[config.mk]
export PLATFORM = sky130hd
export DESIGN_NAME = html_entity_decoder
export DESIGN_NICKNAME = d
export VERILOG_FILES = /design/src/rtl/hed_pkg.sv /design/src/rtl/html_entity_decoder.sv /design/src/rtl/hed_ctrl.sv /design/src/rtl/hed_datapath.sv
export SDC_FILE = /design/constraint.sdc
export NUM_CORES = 1
export LEC_CHECK = 0
export ABC_CLOCK_PERIOD_IN_PS = 7200
export BUFFER_PORTS_ARGS = -buffer_cell sky130_fd_sc_hd__buf_2
export CAP_MARGIN = 15
export CORE_AREA = 2 2 155 157
export CTS_CLUSTER_SIZE = 10
export DETAILED_ROUTE_END_ITERATION = 6
export DIE_AREA = 0 0 157 159
export PLACE_DENSITY = 0.76
export SLEW_MARGIN = 20
export SYNTH_ARGS = -nofsm -noshare
export SYNTH_HDL_FRONTEND = slang
export SYNTH_SLANG_ARGS = --single-unit
[constraint.sdc]
create_clock -name aclk -period 7.2 [get_ports aclk]
set_clock_uncertainty 0.2 [all_clocks]
set_input_delay 1.08 -clock aclk [delete_from_list [all_inputs] [get_ports aclk]]
set_output_delay 1.08 -clock aclk [all_outputs]
set_load 0.02 [all_outputs]
[src/rtl/hed_pkg.sv]
// ----------------------------------------------------------------------------
// hed_pkg - shared types and constants
// Command and status words, character codes and the named reference table.
// ----------------------------------------------------------------------------
`default_nettype none

package hed_pkg;

    localparam logic [7:0] CH_AMP   = 8'h26;
    localparam logic [7:0] CH_SEMI  = 8'h3B;
    localparam logic [7:0] CH_HASH  = 8'h23;
    localparam logic [7:0] CH_PLUS  = 8'h2B;
    localparam logic [7:0] CH_MINUS = 8'h2D;
    localparam logic [7:0] CH_ZERO  = 8'h30;
    localparam logic [7:0] CH_LX    = 8'h78;
    localparam logic [7:0] CH_UX    = 8'h58;

    localparam logic [20:0] CP_LIMIT = 21'h110000;

    localparam int NAME_CNT = 15;
    localparam int KEY_MAX  = 6;

    // key bytes, first character in the low byte
    localparam logic [47:0] NAME_KEY [NAME_CNT] = '{
        48'h000000706d61, 48'h00000000746c, 48'h000000007467, 48'h0000746f7571,
        48'h0000736f7061, 48'h00007073626e, 48'h000079706f63, 48'h000000676572,
        48'h70696c6c6568, 48'h00687361646d, 48'h00687361646e, 48'h006f7571616c,
        48'h006f75716172, 48'h006564617274, 48'h000000676564
    };
    localparam logic [2:0] NAME_LEN [NAME_CNT] = '{
        3'd3, 3'd2, 3'd2, 3'd4, 3'd4, 3'd4, 3'd4, 3'd3, 3'd6, 3'd5, 3'd5, 3'd5, 3'd5, 3'd5, 3'd3
    };
    // UTF-8 bytes, first byte in the low byte
    localparam logic [23:0] NAME_UTF [NAME_CNT] = '{
        24'h000026, 24'h00003C, 24'h00003E, 24'h000022, 24'h000027, 24'h00A0C2,
        24'h00A9C2, 24'h00AEC2, 24'hA680E2, 24'h9480E2, 24'h9380E2, 24'h00ABC2,
        24'h00BBC2, 24'hA284E2, 24'h00B0C2
    };
    localparam logic [2:0] NAME_ULEN [NAME_CNT] = '{
        3'd1, 3'd1, 3'd1, 3'd1, 3'd1, 3'd2, 3'd2, 3'd2, 3'd3, 3'd3, 3'd3, 3'd2, 3'd2, 3'd3, 3'd2
    };

    typedef struct packed {
        logic accept;
        logic feed;
        logic fail;
        logic emit;
        logic flush;
    } hed_cmd_t;

    typedef struct packed {
        logic pend_zero;
        logic in_ref;
        logic emit_busy;
        logic emit_ok;
        logic hold_v;
        logic out_free;
        logic last_step;
    } hed_stat_t;

endpackage

`default_nettype wire

[src/rtl/html_entity_decoder.sv]
// ----------------------------------------------------------------------------
// html_entity_decoder - streaming HTML character reference decoder
// Decodes numeric and named references in a byte stream into UTF-8 bytes.
//
//   channel   dir   handshake            payload
//   s_        in    s_tvalid / s_tready  s_tdata = in_byte, s_tlast = in_last
//   m_        out   m_tvalid / m_tready  m_tdata = out_byte, m_tlast = out_last
//
// One input word passes through accept, feed, end check and flush, plus a
// replay step per byte after a failed reference, an emit step per UTF-8 byte
// of a decoded reference and a fail step per reference failed at end of text.
// Unless m_ stalls, a single feed path reads the window buffer a byte per cycle.
// Reset clears all control state; no clearing pass is needed.
// A stalled m_ side holds the sequencer at its next output byte.
// ----------------------------------------------------------------------------
`default_nettype none

module html_entity_decoder import hed_pkg::*; #(
    parameter int WINDOW_LEN = 12
) (
    input  wire logic       aclk,
    input  wire logic       aresetn,
    input  wire logic       s_tvalid,
    output logic            s_tready,
    input  wire logic [7:0] s_tdata,   // [7:0] in_byte
    input  wire logic       s_tlast,
    output logic            m_tvalid,
    input  wire logic       m_tready,
    output logic [7:0]      m_tdata,   // [7:0] out_byte
    output logic            m_tlast
);

    hed_cmd_t  cmd;
    hed_stat_t stat;

    hed_ctrl u_ctrl (
        .aclk     (aclk),
        .aresetn  (aresetn),
        .s_tvalid (s_tvalid),
        .s_tready (s_tready),
        .stat     (stat),
        .cmd      (cmd)
    );

    hed_datapath #(
        .WINDOW_LEN (WINDOW_LEN)
    ) u_dp (
        .aclk     (aclk),
        .aresetn  (aresetn),
        .s_tdata  (s_tdata),
        .s_tlast  (s_tlast),
        .cmd      (cmd),
        .stat     (stat),
        .m_tvalid (m_tvalid),
        .m_tready (m_tready),
        .m_tdata  (m_tdata),
        .m_tlast  (m_tlast)
    );

endmodule

`default_nettype wire

[src/rtl/hed_ctrl.sv]
// ----------------------------------------------------------------------------
// hed_ctrl - decoder sequencer
// Accepts a word, steps the datapath through feed, fail and emit, then flushes.
// ----------------------------------------------------------------------------
`default_nettype none

module hed_ctrl import hed_pkg::*; (
    input  wire logic      aclk,
    input  wire logic      aresetn,
    input  wire logic      s_tvalid,
    output logic           s_tready,
    input  hed_stat_t      stat,
    output hed_cmd_t       cmd
);

    typedef enum logic [2:0] {
        S_IDLE  = 3'b001,
        S_RUN   = 3'b010,
        S_FLUSH = 3'b100
    } state_t;

    state_t state_reg, state_next;

    always_comb begin
        state_next = state_reg;
        cmd        = '0;
        s_tready   = 1'b0;
        unique case (state_reg)
            S_IDLE: begin
                s_tready   = 1'b1;
                cmd.accept = s_tvalid;
                if (s_tvalid) state_next = S_RUN;
            end
            S_RUN: begin
                if (stat.emit_busy) begin
                    cmd.emit = stat.emit_ok;
                end else if (!stat.pend_zero) begin
                    cmd.feed = stat.emit_ok;
                end else if (stat.last_step && stat.in_ref) begin
                    cmd.fail = stat.emit_ok;
                end else begin
                    state_next = S_FLUSH;
                end
            end
            S_FLUSH: begin
                if (!stat.hold_v) begin
                    state_next = S_IDLE;
                end else if (stat.out_free) begin
                    cmd.flush  = 1'b1;
                    state_next = S_IDLE;
                end
            end
            default: state_next = S_IDLE;
        endcase
    end

    always_ff @(posedge aclk) begin
        if (!aresetn) state_reg <= S_IDLE;
        else          state_reg <= state_next;
    end

endmodule

`default_nettype wire

[src/rtl/hed_datapath.sv]
// ----------------------------------------------------------------------------
// hed_datapath - window buffer, reference parser and output stage
// Circular byte buffer, incremental numeric and name match, UTF-8 result shifter.
// ----------------------------------------------------------------------------
`default_nettype none

module hed_datapath import hed_pkg::*; #(
    parameter int WINDOW_LEN = 12
) (
    input  wire logic       aclk,
    input  wire logic       aresetn,
    input  wire logic [7:0] s_tdata,
    input  wire logic       s_tlast,
    input  hed_cmd_t        cmd,
    output hed_stat_t       stat,
    output logic            m_tvalid,
    input  wire logic       m_tready,
    output logic [7:0]      m_tdata,
    output logic            m_tlast
);

    localparam int PW = (WINDOW_LEN > 1) ? $clog2(WINDOW_LEN) : 1;
    localparam int FW = $clog2(WINDOW_LEN + 1);
    localparam int EW = FW + 1;
    localparam logic [PW-1:0] LAST_IDX = PW'(WINDOW_LEN - 1);
    localparam logic [FW-1:0] FULL     = FW'(WINDOW_LEN);

    typedef enum logic [8:0] {
        NS_HASH = 9'b000000001,
        NS_BASE = 9'b000000010,
        NS_WS   = 9'b000000100,
        NS_PREF = 9'b000001000,
        NS_ZERO = 9'b000010000,
        NS_PFX2 = 9'b000100000,
        NS_DIG  = 9'b001000000,
        NS_DONE = 9'b010000000,
        NS_DEAD = 9'b100000000
    } nstate_t;

    logic [7:0]          win_reg [WINDOW_LEN];
    logic [PW-1:0]       rptr_reg, rptr_next;
    logic [FW-1:0]       pend_reg, pend_next;
    logic [FW-1:0]       fill_reg, fill_next;
    logic                in_ref_reg, in_ref_next;
    logic                last_reg, last_next;
    nstate_t             nst_reg, nst_next;
    logic                hex_reg, hex_next;
    logic                neg_reg, neg_next;
    logic [20:0]         val_reg, val_next;
    logic [NAME_CNT-1:0] alive_reg, alive_next;
    logic [31:0]         emit_sh_reg, emit_sh_next;
    logic [2:0]          emit_cnt_reg, emit_cnt_next;
    logic                hold_v_reg, hold_v_next;
    logic [7:0]          hold_byte_reg, hold_byte_next;
    logic                out_v_reg, out_v_next;
    logic [7:0]          out_byte_reg, out_byte_next;
    logic                out_last_reg, out_last_next;

    logic [7:0]          b;
    logic [PW-1:0]       rptr_inc, rptr_back;
    logic [EW-1:0]       rp_ext, fl_ext, back_ext;
    logic [FW-1:0]       fill_inc;
    logic                is_amp, is_semi, is_x, is_ws, is_sign, is_dec, is_hex, dig_ok;
    logic [3:0]          dval;
    logic [24:0]         prod, sum;
    logic [20:0]         sat;
    logic                go_ws, go_pref, go_dig;
    nstate_t             pn_nst;
    logic                pn_hex, pn_neg;
    logic [20:0]         pn_val;
    logic [NAME_CNT-1:0] pn_alive;
    logic                num_ok, name_hit, ref_ok, fail_now;
    logic [3:0]          name_sel;
    logic [31:0]         num_sh, ok_sh;
    logic [2:0]          num_len, ok_len;
    logic                emit_en, push, out_free;
    logic [7:0]          emit_byte;

    assign b        = win_reg[rptr_reg];
    assign rptr_inc = (rptr_reg == LAST_IDX) ? '0 : rptr_reg + 1'b1;
    assign rp_ext   = EW'(rptr_reg);
    assign fl_ext   = EW'(fill_reg);
    assign back_ext = (rp_ext >= fl_ext) ? rp_ext - fl_ext : rp_ext + EW'(WINDOW_LEN) - fl_ext;
    assign rptr_back = back_ext[PW-1:0];
    assign fill_inc = fill_reg + 1'b1;

    assign is_amp  = (b == CH_AMP);
    assign is_semi = (b == CH_SEMI);
    assign is_x    = (b == CH_LX) || (b == CH_UX);
    assign is_ws   = (b == 8'h20) || (b >= 8'h09 && b <= 8'h0D);
    assign is_sign = (b == CH_PLUS) || (b == CH_MINUS);
    assign is_dec  = (b >= 8'h30 && b <= 8'h39);
    assign is_hex  = is_dec || (b >= 8'h61 && b <= 8'h66) || (b >= 8'h41 && b <= 8'h46);
    assign dig_ok  = hex_reg ? is_hex : is_dec;
    assign dval    = is_dec ? b[3:0] : b[3:0] + 4'd9;
    assign prod    = hex_reg ? {val_reg, 4'b0000} : {1'b0, val_reg, 3'b000} + {3'b000, val_reg, 1'b0};
    assign sum     = prod + 25'(dval);
    assign sat     = (sum > 25'(CP_LIMIT)) ? CP_LIMIT : sum[20:0];

    always_comb begin
        go_ws   = 1'b0;
        go_pref = 1'b0;
        go_dig  = 1'b0;
        pn_nst  = nst_reg;
        pn_hex  = hex_reg;
        pn_neg  = neg_reg;
        pn_val  = val_reg;
        unique case (nst_reg)
            NS_HASH: pn_nst = (b == CH_HASH) ? NS_BASE : NS_DEAD;
            NS_BASE: begin
                if (is_x) begin
                    pn_hex = 1'b1;
                    pn_nst = NS_WS;
                end else begin
                    go_ws = 1'b1;
                end
            end
            NS_WS:   go_ws = 1'b1;
            NS_PREF: go_pref = 1'b1;
            NS_ZERO: begin
                if (is_x) pn_nst = NS_PFX2;
                else      go_dig = 1'b1;
            end
            NS_PFX2: go_dig = 1'b1;
            NS_DIG:  go_dig = 1'b1;
            default: ;
        endcase
        if (go_ws) begin
            if (is_ws) begin
                pn_nst = NS_WS;
            end else if (is_sign) begin
                pn_neg = (b == CH_MINUS);
                pn_nst = pn_hex ? NS_PREF : NS_DIG;
            end else if (pn_hex) begin
                go_pref = 1'b1;
            end else begin
                go_dig = 1'b1;
            end
        end
        if (go_pref) begin
            if (b == CH_ZERO) pn_nst = NS_ZERO;
            else              go_dig = 1'b1;
        end
        if (go_dig) begin
            if (dig_ok) begin
                pn_val = sat;
                pn_nst = NS_DIG;
            end else begin
                pn_nst = NS_DONE;
            end
        end
    end

    always_comb begin
        for (int k = 0; k < NAME_CNT; k++) begin
            pn_alive[k] = alive_reg[k] && (fill_reg < FW'(KEY_MAX)) &&
                          (NAME_KEY[k][{fill_reg[2:0], 3'b000} +: 8] == b);
        end
    end

    always_comb begin
        name_hit = 1'b0;
        name_sel = '0;
        for (int k = NAME_CNT - 1; k >= 0; k--) begin
            if (alive_reg[k] && (fill_reg == FW'(NAME_LEN[k]))) begin
                name_hit = 1'b1;
                name_sel = 4'(k);
            end
        end
    end

    assign num_ok = !neg_reg && (val_reg != '0) && (val_reg < CP_LIMIT);

    always_comb begin
        if (val_reg < 21'h80) begin
            num_sh  = {24'h0, val_reg[7:0]};
            num_len = 3'd1;
        end else if (val_reg < 21'h800) begin
            num_sh  = {16'h0, 2'b10, val_reg[5:0], 3'b110, val_reg[10:6]};
            num_len = 3'd2;
        end else if (val_reg < 21'h10000) begin
            num_sh  = {8'h0, 2'b10, val_reg[5:0], 2'b10, val_reg[11:6], 4'hE, val_reg[15:12]};
            num_len = 3'd3;
        end else begin
            num_sh  = {2'b10, val_reg[5:0], 2'b10, val_reg[11:6], 2'b10, val_reg[17:12],
                       5'b11110, val_reg[20:18]};
            num_len = 3'd4;
        end
    end

    assign ok_sh    = num_ok ? num_sh : {8'h0, NAME_UTF[name_sel]};
    assign ok_len   = num_ok ? num_len : NAME_ULEN[name_sel];
    assign ref_ok   = num_ok || name_hit;
    assign fail_now = is_semi ? !ref_ok : (fill_inc == FULL);

    assign out_free = !out_v_reg || m_tready;

    always_comb begin
        rptr_next     = rptr_reg;
        pend_next     = pend_reg;
        fill_next     = fill_reg;
        in_ref_next   = in_ref_reg;
        last_next     = last_reg;
        nst_next      = nst_reg;
        hex_next      = hex_reg;
        neg_next      = neg_reg;
        val_next      = val_reg;
        alive_next    = alive_reg;
        emit_sh_next  = emit_sh_reg;
        emit_cnt_next = emit_cnt_reg;
        emit_en       = 1'b0;
        emit_byte     = b;
        if (cmd.accept) begin
            pend_next = FW'(1);
            last_next = s_tlast;
        end
        if (cmd.feed) begin
            rptr_next = rptr_inc;
            pend_next = pend_reg - 1'b1;
            if (!in_ref_reg) begin
                if (is_amp) begin
                    in_ref_next = 1'b1;
                    fill_next   = '0;
                    nst_next    = NS_HASH;
                    hex_next    = 1'b0;
                    neg_next    = 1'b0;
                    val_next    = '0;
                    alive_next  = '1;
                end else begin
                    emit_en = 1'b1;
                end
            end else if (fail_now) begin
                emit_en     = 1'b1;
                emit_byte   = CH_AMP;
                rptr_next   = rptr_back;
                pend_next   = pend_reg + fill_reg;
                in_ref_next = 1'b0;
                fill_next   = '0;
            end else if (is_semi) begin
                in_ref_next   = 1'b0;
                fill_next     = '0;
                emit_sh_next  = ok_sh;
                emit_cnt_next = ok_len;
            end else begin
                fill_next  = fill_inc;
                nst_next   = pn_nst;
                hex_next   = pn_hex;
                neg_next   = pn_neg;
                val_next   = pn_val;
                alive_next = pn_alive;
            end
        end
        if (cmd.fail) begin
            emit_en     = 1'b1;
            emit_byte   = CH_AMP;
            rptr_next   = rptr_back;
            pend_next   = pend_reg + fill_reg;
            in_ref_next = 1'b0;
            fill_next   = '0;
        end
        if (cmd.emit) begin
            emit_en       = 1'b1;
            emit_byte     = emit_sh_reg[7:0];
            emit_sh_next  = emit_sh_reg >> 8;
            emit_cnt_next = emit_cnt_reg - 1'b1;
        end
    end

    assign push = hold_v_reg && (emit_en || cmd.flush);

    always_comb begin
        hold_v_next    = hold_v_reg;
        hold_byte_next = hold_byte_reg;
        out_v_next     = out_v_reg;
        out_byte_next  = out_byte_reg;
        out_last_next  = out_last_reg;
        if (emit_en) begin
            hold_v_next    = 1'b1;
            hold_byte_next = emit_byte;
        end
        if (cmd.flush) hold_v_next = 1'b0;
        if (push) begin
            out_v_next    = 1'b1;
            out_byte_next = hold_byte_reg;
            out_last_next = cmd.flush && last_reg;
        end else if (m_tready) begin
            out_v_next = 1'b0;
        end
    end

    always_ff @(posedge aclk) begin
        if (cmd.accept) win_reg[rptr_reg] <= s_tdata;
    end

    always_ff @(posedge aclk) begin
        if (!aresetn) begin
            rptr_reg     <= '0;
            pend_reg     <= '0;
            fill_reg     <= '0;
            in_ref_reg   <= 1'b0;
            last_reg     <= 1'b0;
            emit_cnt_reg <= '0;
            hold_v_reg   <= 1'b0;
            out_v_reg    <= 1'b0;
        end else begin
            rptr_reg     <= rptr_next;
            pend_reg     <= pend_next;
            fill_reg     <= fill_next;
            in_ref_reg   <= in_ref_next;
            last_reg     <= last_next;
            emit_cnt_reg <= emit_cnt_next;
            hold_v_reg   <= hold_v_next;
            out_v_reg    <= out_v_next;
        end
    end

    always_ff @(posedge aclk) begin
        nst_reg       <= nst_next;
        hex_reg       <= hex_next;
        neg_reg       <= neg_next;
        val_reg       <= val_next;
        alive_reg     <= alive_next;
        emit_sh_reg   <= emit_sh_next;
        hold_byte_reg <= hold_byte_next;
        out_byte_reg  <= out_byte_next;
        out_last_reg  <= out_last_next;
    end

    assign stat.pend_zero = (pend_reg == '0);
    assign stat.in_ref    = in_ref_reg;
    assign stat.emit_busy = (emit_cnt_reg != '0);
    assign stat.emit_ok   = !hold_v_reg || out_free;
    assign stat.hold_v    = hold_v_reg;
    assign stat.out_free  = out_free;
    assign stat.last_step = last_reg;

    assign m_tvalid = out_v_reg;
    assign m_tdata  = out_byte_reg;
    assign m_tlast  = out_last_reg;

endmodule

`default_nettype wire

# After elaboration in Yosys (flattened, before gate mapping)
# Memories as Yosys holds them, arrays and structs flattened. A register that Yosys moved wholly into a read port is not among the register bits.
# Index checks and enable logic that the tools add are counted.
# op_classes
n_addsub,11
n_lt_le_gt_ge,16
eq_ne,54
shifts,15
muxes,163
bitwise_logic,3
reduce_logical,87
# ops
cell,count
$shiftx 48x7->8 const A,15
$mux 24,7
$mux 21,7
$mux 4,33
$mux 32,4
$eq 8x8->1,15
$mux 9,13
$mux 1,64
$mux 15,4
$eq 8x6->1 const B,7
$logic_and 1x1->1,54
$mux 3,18
$mux 8,6
$pmux 9 s3,1
$add 24x22->25,1
$add 25x4->25,1
$gt 25x21->1 const B,1
$mux 25,1
$ne 2x2->1 const B,11
$lt 21x12->1 const B,1
$lt 21x17->1 const B,1
$lt 21x21->1 const B,1
$lt 21x8->1 const B,1
$reduce_bool 21->1,1
other kinds (48),81
# word_totals
register_bits,118
ram_bits,96
rom_bits,432
in_bits,13
output_inout_bits,11
word_cells,371
memories,3
# mem_list
memory,words,word_bits,rd,rd_ports_with_merged_regs,wr,line_no,text
(name not given),16,24,1,0,0,hed_datapath.sv:191,"assign ok_sh = num_ok ? num_sh : {8'h0, NAME_UTF[name_sel]};"
u_dp.win_reg,12,8,1,1,1,hed_datapath.sv:40,logic [7:0] win_reg [WINDOW_LEN];
(name not given),16,3,1,0,0,hed_datapath.sv:192,assign ok_len = num_ok ? num_len : NAME_ULEN[name_sel];

# Logic depth before layout (Yosys ltp)
# depth
ltp_word,28
depth_mapped,27
depth_no_buf,21

# Modules after synthesis
# A second synthesis with hierarchy kept.
# hier_totals
cells_unflattened,1357
area_unflattened_um2,13780.7
# modules_own_cells
module,n_inst,cells_each,area_each_um2,seq_area_each_um2
hed_datapath,1,1333,13569.3,6065.8
hed_ctrl,1,24,211.5,60.1

# Least setup slack after synthesis
# OpenSTA, ideal clock, no wires.
# synth_timing
kind,register to register
from,register (tool-made name)
to,"register u_dp.val_reg[10], data pin"
setup_time_ps,157
t_arrival_ps,6042
required_time_ps,6843
slack_ps,801
stages_incl_launch_ff,26
path_buffers,5
period_less_slack_ps,6399
cell_sequence,dfxtp_1 > buf_2 > buf_2 > mux4_2 > mux2i_1 > nor2_1 > a21oi_1 > clkbuf_1 > buf_2 > ha_1 > nor2_1 > o21ai_0 > nand2_1 > o21ai_0 > ha_1 > fa_1 > a21oi_1 > nor3_1 > nor4b_1 > and3_1 > nand2_1 > or4_1 > o211ai_2 > nand3b_4 > buf_6 > nor3_1
# synth_lines
element,line_no,text
to (signal assigned),hed_datapath.sv:321,val_reg <= val_next;
to (decl),hed_datapath.sv:49,"logic [20:0] val_reg, val_next;"

==> results.py <==
metrics = {
    "yosys": {
        "synthDominantCellAreaShare_pct": 39.45,
        "synth_seq_area_share_pct": 44.22,
        "synth.top_cells.by_area": "sky130_fd_sc_hd__edfxtp_1, sky130_fd_sc_hd__ha_1, sky130_fd_sc_hd__dfxtp_1",
        "post_synth_inst_count": 1414,
        "ys_warn_count": 0,
        "yosys.cell_types.count": 78,
        "synth_edf_count": 182,
        "syn_nets": 1495,
        "yosys.area.top_type": "sky130_fd_sc_hd__edfxtp_1",
        "ys.flop_type": "sky130_fd_sc_hd__edfxtp_1",
        "async_flop_share_pct": 0,
        "post_synthesis_sequential_element_count": 215,
        "synth_area_mm2": 0.01385,
        "synthesis.area_per_instance_um2": 9.797,
    },
    "critical_path": {
        "timing.critical_path.from_type": "register",
        "worstRegToRegCells": 20,
        "r2r_setup_slack_ns": 0.83,
        "timing_worst_setup_path_type": "register to register",
        "crit_path_max_fanout": 15,
        "timing.critical_path.to_type": "register",
        "worstPathRequired_ns": 7.36,
        "worst-endpoint-arrival_ns": 6.53,
        "reg2reg_to": "u_dp.val_reg[13]",
    },
    "job": {
        "maxCapViolCount": 0,
    },
    "drt": {
        "antenna_left": 0,
        "drt_iter0_markers": 1342,
        "detail_route.first_pass.iterations": 5,
        "drc_errors": 0,
        "route.detailed.vias_per_inst": 6.507,
        "route.final.wire_length_mm": 35.89,
        "detailroute.via_count": 11387,
        "routed_wire_length_per_instance_um": 20.51,
    },
    "clock_network": {
        "cts_buffer_depth": 3,
        "cts-hold-fix-buffers": 0,
        "postCtsSetupBuffers": 0,
        "cts.sinks": 215,
        "cts_repair_resize_count": 0,
        "cts_made_buffers": 26,
        "path_clk_slew_ns": 0.06,
        "clk-insertion-delay-late_ns": 0.55,
        "cts_tree": "yes",
        "ctsRootBufferMaster": "sky130_fd_sc_hd__clkbuf_16",
        "cts.htree.levels": 1,
    },
    "status": {
        "result_of_the_run": "finished clean",
    },
    "sta": {
        "period_minus_slack_ns": 6.366,
        "slew_headroom_pct": 26.33,
        "count_of_final_max_slew_check_failures": 0,
        "setup_viol": 0,
        "grt_setup_unrepaired": "no",
        "finalHoldViolations": 0,
        "timing.final.crit_share_pct": 88.41,
        "timing_worst_slew_pin_value_ns": 1.104,
        "setup_tns_ns": 0,
        "achievable_clock_frequency_ghz": 0.1571,
    },
    "grt": {
        "number_of_global_route_vias_before_repair": 10690,
        "global_route_wire_length_before_repair_mm": 57.33,
        "grtUsageTotal_pct": 28.77,
        "total_congestion_overflow_after_global_routing": 0,
        "grt_start_max_net_pins": 49,
        "antenna_found_initial": 0,
    },
    "layout": {
        "antenna-diode-count": 0,
        "area_growth_syn_to_layout_pct": 8.706,
        "seq_area_mm2": 0.006127,
        "n_fill_cell": 1815,
        "layout-drive-gt1-share_pct": 9.015,
        "fin_cells": 1750,
        "multi_input_comb_area_mm2": 0.007274,
        "largest_register_ff_count": 96,
        "nNetsFinal": 1493,
    },
    "die": {
        "die_width_um": 157,
        "ios": 24,
        "placeableCoreArea_mm2": 0.02319,
        "die-area_mm2": 0.02496,
        "floorplan.initialDensity_pct": 59.73,
        "chipHeight_um": 159,
        "placementRows": 56,
    },
    "hold_path": {
        "min_path_cells": 0,
        "holdPathEnd": "u_dp.m_tdata[6]",
        "hold_path_startpoint": "u_dp.hold_byte_reg[6]",
        "hold_class": "register to register",
    },
    "power": {
        "power.density_mw_per_mm2": 183.1,
        "power_leakage_uw": 0.005401,
        "ir_drop_mv": 0.2335,
    },
    "placed_design": {
        "dp_hpwl_mm": 25.64,
        "portBuffers": 23,
        "gp_routability_congestion": 0.9256,
        "placed_cells": 1703,
    },
}
-- where the power goes --
part	leakage, µW	total [µW]	switching [µW]	internal, µW
Combinational	0.00307	190	120	69.9
Sequential	0.00196	1360	6.31	1350
Clock	0.000376	1210	502	707
Total	0.00540	2760	628	2130
-- worst max-delay path by stage --
stage / from / to / slack, ns / cells past startpoint
6_report: register / u_dp.val_reg[13] / 0.83 / 20
3_5_place_dp: register / u_dp.val_reg[13] / 0.85 / 21
4_1_cts: register / u_dp.val_reg[13] / 0.85 / 21
5_1_grt: register / u_dp.val_reg[13] / 0.30 / 21
3_3_place_gp: register / u_dp.val_reg[11] / 1.0 / 20
2_1_floorplan: register / u_dp.val_reg[10] / 0.80 / 25
-- Yosys cell counts (8+ instances only) --
library cell,count
sky130_fd_sc_hd__a22o_1,12
sky130_fd_sc_hd__xor2_1,17
sky130_fd_sc_hd__mux2i_1,29
sky130_fd_sc_hd__a21o_1,17
sky130_fd_sc_hd__buf_2,12
sky130_fd_sc_hd__a211oi_1,14
sky130_fd_sc_hd__nor2_1,136
sky130_fd_sc_hd__mux4_2,14
sky130_fd_sc_hd__a21oi_1,90
sky130_fd_sc_hd__nand2b_1,12
sky130_fd_sc_hd__and2_1,21
sky130_fd_sc_hd__mux2_2,14
sky130_fd_sc_hd__nor2b_1,21
sky130_fd_sc_hd__nand2_1,138
sky130_fd_sc_hd__clkbuf_1,53
sky130_fd_sc_hd__inv_1,46
sky130_fd_sc_hd__nor3_1,39
sky130_fd_sc_hd__xnor2_1,45
sky130_fd_sc_hd__nand4_1,25
sky130_fd_sc_hd__a22oi_1,8
sky130_fd_sc_hd__o22ai_1,11
sky130_fd_sc_hd__and3_1,16
sky130_fd_sc_hd__o21a_1,10
sky130_fd_sc_hd__o31ai_1,22
sky130_fd_sc_hd__nand3_1,43
sky130_fd_sc_hd__dfxtp_1,33
sky130_fd_sc_hd__a31oi_1,18
sky130_fd_sc_hd__edfxtp_1,182
sky130_fd_sc_hd__o21ai_0,66
sky130_fd_sc_hd__ha_1,62
sky130_fd_sc_hd__nor3b_1,15
sky130_fd_sc_hd__o211ai_1,11
sky130_fd_sc_hd__nor4_1,23
-- critical path: stages (launching register included) --
cell                       delay, ns
sky130_fd_sc_hd__dfxtp_2        0.67
sky130_fd_sc_hd__mux4_2         0.56
sky130_fd_sc_hd__mux2i_1        0.20
sky130_fd_sc_hd__nor2_1         0.07
sky130_fd_sc_hd__a21oi_2        0.35
sky130_fd_sc_hd__buf_4          0.29
sky130_fd_sc_hd__clkinv_1       0.28
sky130_fd_sc_hd__ha_1           0.35
sky130_fd_sc_hd__nand2_1        0.08
sky130_fd_sc_hd__xnor2_1        0.20
sky130_fd_sc_hd__ha_1           0.29
sky130_fd_sc_hd__a21o_1         0.17
sky130_fd_sc_hd__a21oi_1        0.31
sky130_fd_sc_hd__nor2_1         0.19
sky130_fd_sc_hd__nor3b_1        0.19
sky130_fd_sc_hd__and3_1         0.23
sky130_fd_sc_hd__a2111o_1       0.39
sky130_fd_sc_hd__or4_1          0.43
sky130_fd_sc_hd__o211ai_2       0.14
sky130_fd_sc_hd__nand3b_4       0.23
sky130_fd_sc_hd__nor4_1         0.33
-- placed cells by master (no fill, tap or decap), drive strengths merged, types with 33 or more instances in the layout --
cell type / netlist / layout
dfxtp: 33 / 33
ha: 62 / 62
xnor2: 45 / 45
nand3: 43 / 43
nor3: 39 / 39
a21oi: 90 / 90
clkbuf: 53 / 45
inv: 46 / 46
edfxtp: 182 / 182
nor2: 136 / 136
buf: 22 / 45
o21ai: 68 / 68
nand2: 138 / 138
-- through the flow --
step	hold WS, ns	instance area [µm²]	power, µW	setup WS, ns	util [%]
after floorplan	0.2003	13850	1509	0.8012	-
after global placement	0.2004	14240	1564	0.9970	61.42
after detailed placement	0.2045	14240	1567	0.8542	61.42
after CTS	0.2178	15030	2758	0.8476	64.83
after global routing	0.2256	15060	2838	0.2978	64.93
final	0.2169	15060	2757	0.8342	64.93
-- metal layers --
metal	share of wire [%]	vias up	track usage, %
li1	-	5329	-
met1	44	5448	42.69
met2	45	530	43.00
met3	8.5	80	4.763
met4	2.8	0	9.716
met5	0	-	0
-- logic make-up after synthesis --
group / after synthesis / synth area share, %
compound gates: 357 / 17.24
xor+xnor: 62 / 3.920
fa+ha+maj: 68 / 6.467
buf+inv: 125 / 3.658
flops: 215 / 44.22
mux: 57 / 5.509
simple gates: 530 / 18.98
-- layout make-up --
class                           count  area share, %
Multi-Input combinational cell   1074          48.31
Timing Repair Buffer               45          1.861
Inverter                           50          1.246
Tap cell                          319          2.650
Clock buffer                       45          4.993
Clock inverter                      2         0.2576
Sequential cell                   215          40.69
Power figures use the tool's default switching activity.
